--- src/hdl/pra_pkg.sv ---
// pra_pkg: shared types, status codes and defaults for the page range allocator.
// No dependencies.
package pra_pkg;
  localparam int unsigned MaxBlocksDefault = 64;
  localparam int unsigned PageBitsDefault  = 20;

  typedef enum logic [1:0] {
    ST_OK            = 2'd0,
    ST_NO_SPACE      = 2'd1,
    ST_DOUBLE_FREE   = 2'd2,
    ST_NOT_ALLOCATED = 2'd3
  } status_t;

  typedef enum logic {
    ACT_ALLOC = 1'b0,
    ACT_FREE  = 1'b1
  } action_t;

  typedef enum logic {
    CFG_START = 1'b0,
    CFG_END   = 1'b1
  } cfg_index_t;
endpackage

--- src/hdl/pra_front.sv ---
// pra_front: input stage; accepts items and queues them for the back end.
// Depends on pra_pkg.
module pra_front #(
  parameter int unsigned PAGE_BITS = pra_pkg::PageBitsDefault
) (
  input  logic                 clk,
  input  logic                 rst_n,
  input  logic                 in_valid,
  output logic                 in_stall,
  input  logic                 in_action,
  input  logic [PAGE_BITS-1:0] in_request_pages,
  input  logic [PAGE_BITS-1:0] in_free_page,
  output logic                 q_valid,
  input  logic                 q_take,
  output logic                 q_action,
  output logic [PAGE_BITS-1:0] q_arg
);
  import pra_pkg::*;

  // Two-entry queue
  logic [1:0]           vld_r;
  logic [1:0]           vld_nxt;
  logic [1:0]           act_r;
  logic [PAGE_BITS-1:0] arg_r [2];
  logic                 wp_r, rp_r;
  logic                 push;

  assign in_stall = vld_r[wp_r];
  assign push     = in_valid && !in_stall;
  assign q_valid  = vld_r[rp_r];
  assign q_action = act_r[rp_r];
  assign q_arg    = arg_r[rp_r];

  always_comb begin
    vld_nxt = vld_r;
    if (q_take && q_valid) vld_nxt[rp_r] = 1'b0;
    if (push) vld_nxt[wp_r] = 1'b1;
  end

  always_ff @(posedge clk) begin
    if (!rst_n) begin
      vld_r <= '0;
      wp_r  <= 1'b0;
      rp_r  <= 1'b0;
    end else begin
      vld_r <= vld_nxt;
      if (q_take && q_valid) begin
        rp_r <= ~rp_r;
      end
      if (push) begin
        wp_r <= ~wp_r;
      end
    end
    if (push) begin
      act_r[wp_r] <= in_action;
      // classify: keep only the argument the action needs
      arg_r[wp_r] <= (action_t'(in_action) == ACT_FREE) ? in_free_page : in_request_pages;
    end
  end
endmodule

--- src/hdl/pra_back.sv ---
// pra_back: block table and search sequencer carrying out alloc and free.
// Depends on pra_pkg.
module pra_back #(
  parameter int unsigned MAX_BLOCKS = pra_pkg::MaxBlocksDefault,
  parameter int unsigned PAGE_BITS  = pra_pkg::PageBitsDefault
) (
  input  logic                 clk,
  input  logic                 rst_n,
  input  logic                 cfg_valid,
  input  logic                 cfg_index,
  input  logic [PAGE_BITS-1:0] cfg_data,
  input  logic                 q_valid,
  output logic                 q_take,
  input  logic                 q_action,
  input  logic [PAGE_BITS-1:0] q_arg,
  output logic                 out_valid,
  input  logic                 out_stall,
  output logic [1:0]           out_status,
  output logic [PAGE_BITS-1:0] out_result_page
);
  import pra_pkg::*;

  localparam int unsigned IW = $clog2(MAX_BLOCKS);
  localparam int unsigned CW = $clog2(MAX_BLOCKS + 1);

  typedef enum logic [2:0] {S_IDLE, S_RD, S_CHK, S_OUT} state_t;

  logic [PAGE_BITS-1:0] base_mem [MAX_BLOCKS];
  logic [PAGE_BITS-1:0] size_mem [MAX_BLOCKS];
  logic [MAX_BLOCKS-1:0] used_r;

  state_t               state_r;
  logic [CW-1:0]        count_r;
  logic [PAGE_BITS-1:0] end_r, nfp_r;
  logic                 act_r;
  logic [PAGE_BITS-1:0] arg_r;
  logic [CW-1:0]        idx_r;
  logic [PAGE_BITS-1:0] rd_base_r, rd_size_r;
  logic                 ov_r;
  logic [1:0]           st_r;
  logic [PAGE_BITS-1:0] pg_r;
  logic [PAGE_BITS:0]   sum;
  logic                 room;
  logic                 cur_used;

  assign sum      = {1'b0, nfp_r} + {1'b0, q_arg};
  assign room     = (count_r < CW'(MAX_BLOCKS)) && (sum < {1'b0, end_r});
  // take the next item only once the previous result has left
  assign q_take   = (state_r == S_IDLE) && q_valid && !ov_r;
  assign cur_used = used_r[idx_r[IW-1:0]];
  assign out_valid       = ov_r;
  assign out_status      = st_r;
  assign out_result_page = pg_r;

  // table memories, one read port registered
  always_ff @(posedge clk) begin
    if (q_take && q_action == ACT_ALLOC && room) begin
      base_mem[count_r[IW-1:0]] <= nfp_r;
      size_mem[count_r[IW-1:0]] <= q_arg;
    end
    rd_base_r <= base_mem[idx_r[IW-1:0]];
    rd_size_r <= size_mem[idx_r[IW-1:0]];
  end

  always_ff @(posedge clk) begin
    if (!rst_n) begin
      state_r <= S_IDLE;
      count_r <= '0;
      used_r  <= '0;
      end_r   <= PAGE_BITS'(1048575);
      nfp_r   <= '0;
      ov_r    <= 1'b0;
    end else begin
      if (ov_r && !out_stall) ov_r <= 1'b0;
      if (cfg_valid) begin
        if (cfg_index_t'(cfg_index) == CFG_START) begin
          if (count_r == '0) nfp_r <= cfg_data;
        end else begin
          end_r <= cfg_data;
        end
      end
      unique case (state_r)
        S_IDLE: begin
          if (q_take) begin
            act_r <= q_action;
            arg_r <= q_arg;
            idx_r <= '0;
            if (q_action == ACT_ALLOC && room) begin
              used_r[count_r[IW-1:0]] <= 1'b1;
              count_r <= count_r + 1'b1;
              nfp_r   <= sum[PAGE_BITS-1:0];
              st_r    <= ST_OK;
              pg_r    <= nfp_r;
              state_r <= S_OUT;
            end else begin
              state_r <= S_RD;
            end
          end
        end
        S_RD: begin
          // memory read under way
          if (idx_r >= count_r) begin
            st_r    <= (act_r == ACT_FREE) ? ST_NOT_ALLOCATED : ST_NO_SPACE;
            pg_r    <= '0;
            state_r <= S_OUT;
          end else begin
            state_r <= S_CHK;
          end
        end
        S_CHK: begin
          if (act_r == ACT_ALLOC && !cur_used && rd_size_r >= arg_r) begin
            used_r[idx_r[IW-1:0]] <= 1'b1;
            st_r    <= ST_OK;
            pg_r    <= rd_base_r;
            state_r <= S_OUT;
          end else if (act_r == ACT_FREE && rd_base_r == arg_r) begin
            used_r[idx_r[IW-1:0]] <= 1'b0;
            st_r    <= cur_used ? ST_OK : ST_DOUBLE_FREE;
            pg_r    <= '0;
            state_r <= S_OUT;
          end else begin
            idx_r   <= idx_r + 1'b1;
            state_r <= S_RD;
          end
        end
        S_OUT: begin
          if (!ov_r || !out_stall) begin
            ov_r    <= 1'b1;
            state_r <= S_IDLE;
          end
        end
        default: state_r <= S_IDLE;
      endcase
    end
  end
endmodule

--- src/hdl/page_range_allocator.sv ---
// page_range_allocator: top level of the first-fit page range allocator.
// Depends on pra_pkg, pra_front and pra_back.
//
// Usage:
//   Input channel in_*: action 0 allocates in_request_pages, action 1 frees the
//   block whose base is in_free_page. An item is taken when in_valid is high
//   and in_stall low.
//   Output channel out_*: one item per request, status and result page, taken
//   when out_valid is high and out_stall low.
//   Config channel cfg_*: index 0 window start, 1 window end; write when idle.
// Sequence: an append goes from the front queue through S_IDLE and S_OUT to the
//   output register; a first-fit or free search visits the table entries in turn,
//   each with one memory read (S_RD) and one compare (S_CHK). The block table has
//   a single read port, hence one read per entry visited.
// Throughput: one item in the back end at a time; a two-item queue in front
//   keeps accepting while the back end searches.
// Reset: table empty, all blocks unused, window 0..1048575. No clearing pass.
// Stall: a result held by out_stall stays put; the back end takes no new item
//   until the output register is free, and the queue then fills.
module page_range_allocator #(
  parameter int unsigned MAX_BLOCKS = pra_pkg::MaxBlocksDefault,
  parameter int unsigned PAGE_BITS  = pra_pkg::PageBitsDefault
) (
  input  logic                 clk,
  input  logic                 rst_n,
  input  logic                 in_valid,
  output logic                 in_stall,
  input  logic                 in_action,
  input  logic [PAGE_BITS-1:0] in_request_pages,
  input  logic [PAGE_BITS-1:0] in_free_page,
  output logic                 out_valid,
  input  logic                 out_stall,
  output logic [1:0]           out_status,
  output logic [PAGE_BITS-1:0] out_result_page,
  input  logic                 cfg_valid,
  output logic                 cfg_ready,
  input  logic                 cfg_index,
  input  logic [PAGE_BITS-1:0] cfg_data
);
  import pra_pkg::*;

  logic                 q_valid, q_take, q_action;
  logic [PAGE_BITS-1:0] q_arg;

  // config is always accepted
  assign cfg_ready = 1'b1;

  pra_front #(.PAGE_BITS(PAGE_BITS)) u_front (
    .clk, .rst_n, .in_valid, .in_stall, .in_action, .in_request_pages,
    .in_free_page, .q_valid, .q_take, .q_action, .q_arg
  );

  pra_back #(.MAX_BLOCKS(MAX_BLOCKS), .PAGE_BITS(PAGE_BITS)) u_back (
    .clk, .rst_n, .cfg_valid, .cfg_index, .cfg_data, .q_valid, .q_take,
    .q_action, .q_arg, .out_valid, .out_stall, .out_status, .out_result_page
  );
endmodule

--- config.mk ---
export PLATFORM = sky130hd
export DESIGN_NAME = page_range_allocator
export DESIGN_NICKNAME = d
export VERILOG_FILES = /design/src/hdl/pra_pkg.sv /design/src/hdl/pra_front.sv /design/src/hdl/pra_back.sv /design/src/hdl/page_range_allocator.sv
export SDC_FILE = /design/constraint.sdc
export NUM_CORES = 2
export LEC_CHECK = 0
export BUFFER_PORTS_ARGS = -buffer_cell sky130_fd_sc_hd__buf_2
export CORE_AREA = 2 2 630 570
export DETAILED_ROUTE_END_ITERATION = 8
export DIE_AREA = 0 0 632 572
export PLACE_DENSITY = 0.47
export SYNTH_ARGS = -nofsm -noshare
export SYNTH_HDL_FRONTEND = slang
export SYNTH_SLANG_ARGS = --single-unit
--- constraint.sdc ---
create_clock -name clk -period 8.8 [get_ports clk]
set_clock_uncertainty 0.1 [all_clocks]
set_input_delay 1.76 -clock clk [delete_from_list [all_inputs] [get_ports clk]]
set_output_delay 1.76 -clock clk [all_outputs]
set_load 0.1 [all_outputs]
==> flow_metrics.py <==
metrics = {
    "finish": {
        "final_common_cell": "edfxtp_1",
        "nets": 6688,
        "fin_cells": 11500,
        "drive_above_1_share_pct": 13.8,
        "fin_util_pct": 34.6,
        "fill_cells": 33600,
        "layout_common_cells": "edfxtp_1 (2,652), a22oi_1 (997), clkbuf_16 (300), buf_4 (249), nand2_1 (189)",
        "syn_to_final_growth_pct": 15.9,
    },
    "logic_synthesis": {
        "synth_area_um2": 106000,
        "synth-seq-area-share_pct": 78.1,
        "syn_nets": 6480,
        "synth_edf_count": 2652,
        "async_flop_share_pct": 0,
        "netlist_top_cells_area": "edfxtp_1 (75%), a22oi_1 (7.1%), dfxtp_1 (3.0%)",
        "yosysTopAreaCellShare_pct": 75.1,
        "ys_types": 68,
        "synthCells": 6339,
        "synth_area_per_cell_um2": 16.7,
        "ys.warnings.count": 0,
        "ys_ff_latch": 2811,
        "synthFlopType": "edfxtp_1",
        "yosys.area.top_type": "edfxtp_1",
    },
    "clock_tree": {
        "clockBufferDepth": 4,
        "holdBufCountCts": 0,
        "h-tree-depth": 5,
        "post_cts_buffers": 0,
        "tritoncts": "done",
        "cts_buffers": 290,
        "cts-resized-gates": 0,
        "cts_sinks": 2811,
        "cts-root-buf": "clkbuf_16",
        "clock_latency_ns": 0.89,
        "clkSlewWorstSetupHoldPaths_ns": 0.06,
    },
    "floorplanning": {
        "num_rows": 208,
        "initial_core_util_pct": 29.9,
        "core_area_um2": 355000,
        "die_w_um": 632,
        "io_pins": 92,
        "die_area_um2": 362000,
        "die_h_um": 572,
    },
    "worst_setup_path": {
        "cp-end-kind": "flop",
        "critPathRequiredTime_ns": 9.26,
        "cp_max_fo": 27,
        "cp.arrival_ns": 7.84,
        "setup.worst_path.class": "flop to flop",
        "crit_path_start_kind": "flop",
    },
    "routing": {
        "drt_wl_total_um": 392000,
        "dr.first_iter.drc_count": 9879,
        "wire_per_inst_um": 34.1,
        "dr.pass1.iters": 6,
        "route.detailed.drc": 0,
        "dr.max_layer_used": "met5",
        "routed_via_density": 5.71,
        "vias": 65700,
        "wl_met2_um": 171000,
        "ant_nets": 0,
        "dr_wl_met3_um": 37900,
        "m1WireLength_um": 174000,
    },
    "global_routing": {
        "antenna_found_initial": 40,
        "grt_usage_pct": 20.9,
        "grt_pass1_wl_um": 533000,
        "overflow": 0,
        "first_global_vias": 61700,
        "grt_max_degree": 127,
    },
    "timing": {
        "fin_crit_sh_pct": 83.9,
        "worst_slew_pin_slew_ns": 1.40,
        "setup_viol": 0,
        "maxSlewViolCount": 0,
        "maxSlewHeadroom_pct": 5.72,
        "rsz0062_at_grt": "no",
        "fin_setup_tns_ns": 0,
        "fin_crit_ns": 7.38,
        "holdWs_ns": 0.374,
        "hold_viol": 0,
        "timing.fmax_ghz": 0.136,
    },
    "power": {
        "vdd_drop_max_v": 0.000175,
        "leakagePower_uw": 0.0377,
        "powerDensity_nw_per_um2": 277,
        "total_power_uw": 34000,
    },
    "placed_design": {
        "place_inst": 11000,
        "io_buffers": 90,
        "place_congestion": 0.910,
        "dp_hpwl_um": 241000,
    },
    "min_path": {
        "min_path_type": "flop to flop",
    },
    "flow_run": {
        "drv_cap": 0,
    },
    "run_status": {
        "outcome": "finished, final reports clean",
    },
}
-- registers in the layout, indices dropped and copies added, names as in the netlist, named ones only --
signal and count:
u_back.nfp_r 20, u_back.idx_r 7, u_back.end_r 20, u_back.rd_size_r 20, u_back.size_mem 1280, u_front.vld_r 2
u_back.act_r 1, u_back.out_valid 1, u_back.out_result_page 20, u_front.arg_r 40, u_front.wp_r 1, u_back.count_r 7
u_back.rd_base_r 20, u_back.state_r 2, u_back.base_mem 1280, u_back.out_status 2, u_front.act_r 2, u_back.arg_r 20
u_front.rp_r 1
-- cell families (layout without fill, tap and decap cells) --
family                   Yosys count  count (layout)  share of synthesized area (%)
other                              1               8                        0.00354
multiplexers                     124             124                           1.29
XOR/XNOR                          45              45                          0.372
buffers and inverters            530             956                           2.02
adder cells (fa/ha/maj)           74              74                          0.880
flip-flops                      2811            2811                           78.1
AND/OR/NAND/NOR                  711             711                           3.19
AO/OA/AOI/OAI                   2043            2043                           14.2
-- per-layer routing --
layer / GRT usage, % / vias up
met5: 0 / -
met1: 31.3 / 34800
li1: - / 26800
met3: 4.24 / 472
met2: 31.1 / 3605
met4: 5.11 / 14
-- final timing paths --
path	slack, ns	endpoint	start	cells past startpoint
hold reg to reg	0.37	flop	flop	2
setup / recovery	1.42	u_back.size_mem[15][7]	flop	21
setup reg to reg	1.42	u_back.size_mem[15][7]	flop	21
hold / removal	0.37	flop	flop	2
-- cell usage after synthesis, types with 7 or more instances --
| library cell | instances |
|---|---|
| a21o_1 | 23 |
| a311oi_1 | 14 |
| o21a_1 | 9 |
| ha_1 | 73 |
| o21ai_0 | 100 |
| nand4_1 | 104 |
| a22oi_1 | 997 |
| dfxtp_1 | 159 |
| o32ai_1 | 18 |
| buf_2 | 62 |
| nor2b_1 | 14 |
| and2_1 | 10 |
| nor2_1 | 182 |
| clkbuf_1 | 302 |
| mux2i_1 | 73 |
| nor4_1 | 48 |
| nor3_1 | 70 |
| or3_1 | 7 |
| nand2_1 | 192 |
| xor2_1 | 13 |
| buf_1 | 71 |
| a221oi_1 | 147 |
| a211oi_1 | 65 |
| a21oi_1 | 159 |
| mux2_2 | 43 |
| a31oi_1 | 128 |
| inv_1 | 75 |
| a22o_1 | 145 |
| o21ai_1 | 28 |
| o22ai_1 | 24 |
| nand2b_1 | 8 |
| edfxtp_1 | 2652 |
| nand3_1 | 58 |
| xnor2_1 | 32 |
| buf_4 | 9 |
| a41oi_1 | 109 |
| o211ai_1 | 49 |
-- final cells by class --
type | count | area, µm² | share of cell area (%)
Clock inverter | 140 | 1360 | 1.11
Multi-Input combinational cell | 2998 | 21800 | 17.7
Clock buffer | 370 | 7830 | 6.37
Inverter | 81 | 304 | 0.247
Antenna cell | 7 | 17.5 | 0.0142
Timing Repair Buffer | 365 | 2860 | 2.33
Tap cell | 4725 | 5910 | 4.81
Sequential cell | 2811 | 82900 | 67.4
-- through the flow --
stage                     instance area (µm²)  setup slack, ns
after floorplan                        106000             1.87
after global placement                 114000             1.33
after detailed placement               114000             1.56
after CTS                              123000             1.51
after global routing                   123000             1.27
final                                  123000             1.42
-- where the power goes --
group          total [µW]  leakage (µW)  internal (µW)  switching, µW
sequential          15700        0.0254          15300            378
clock               12300       0.00449           7030           5230
combinational        6090       0.00773           1400           4690
-- critical path, stage by stage, from the launching register on --
cell and delay, ns:
dfxtp_1 0.50, buf_4 0.33, mux2i_1 0.38, clkinv_1 0.11
buf_4 0.26, ha_1 0.36, a211oi_1 0.34, o21ai_0 0.24
nand3_1 0.20, a21oi_1 0.12, nor4_1 0.59, o41ai_1 0.21
xor2_1 0.19, ha_1 0.21, nor4_1 0.28, nand3_1 0.17
nor3_1 0.29, buf_4 0.25, nand4_1 0.30, buf_4 0.37
nor2_4 0.89, buf_4 0.34
Power figures use the tool's default switching activity.
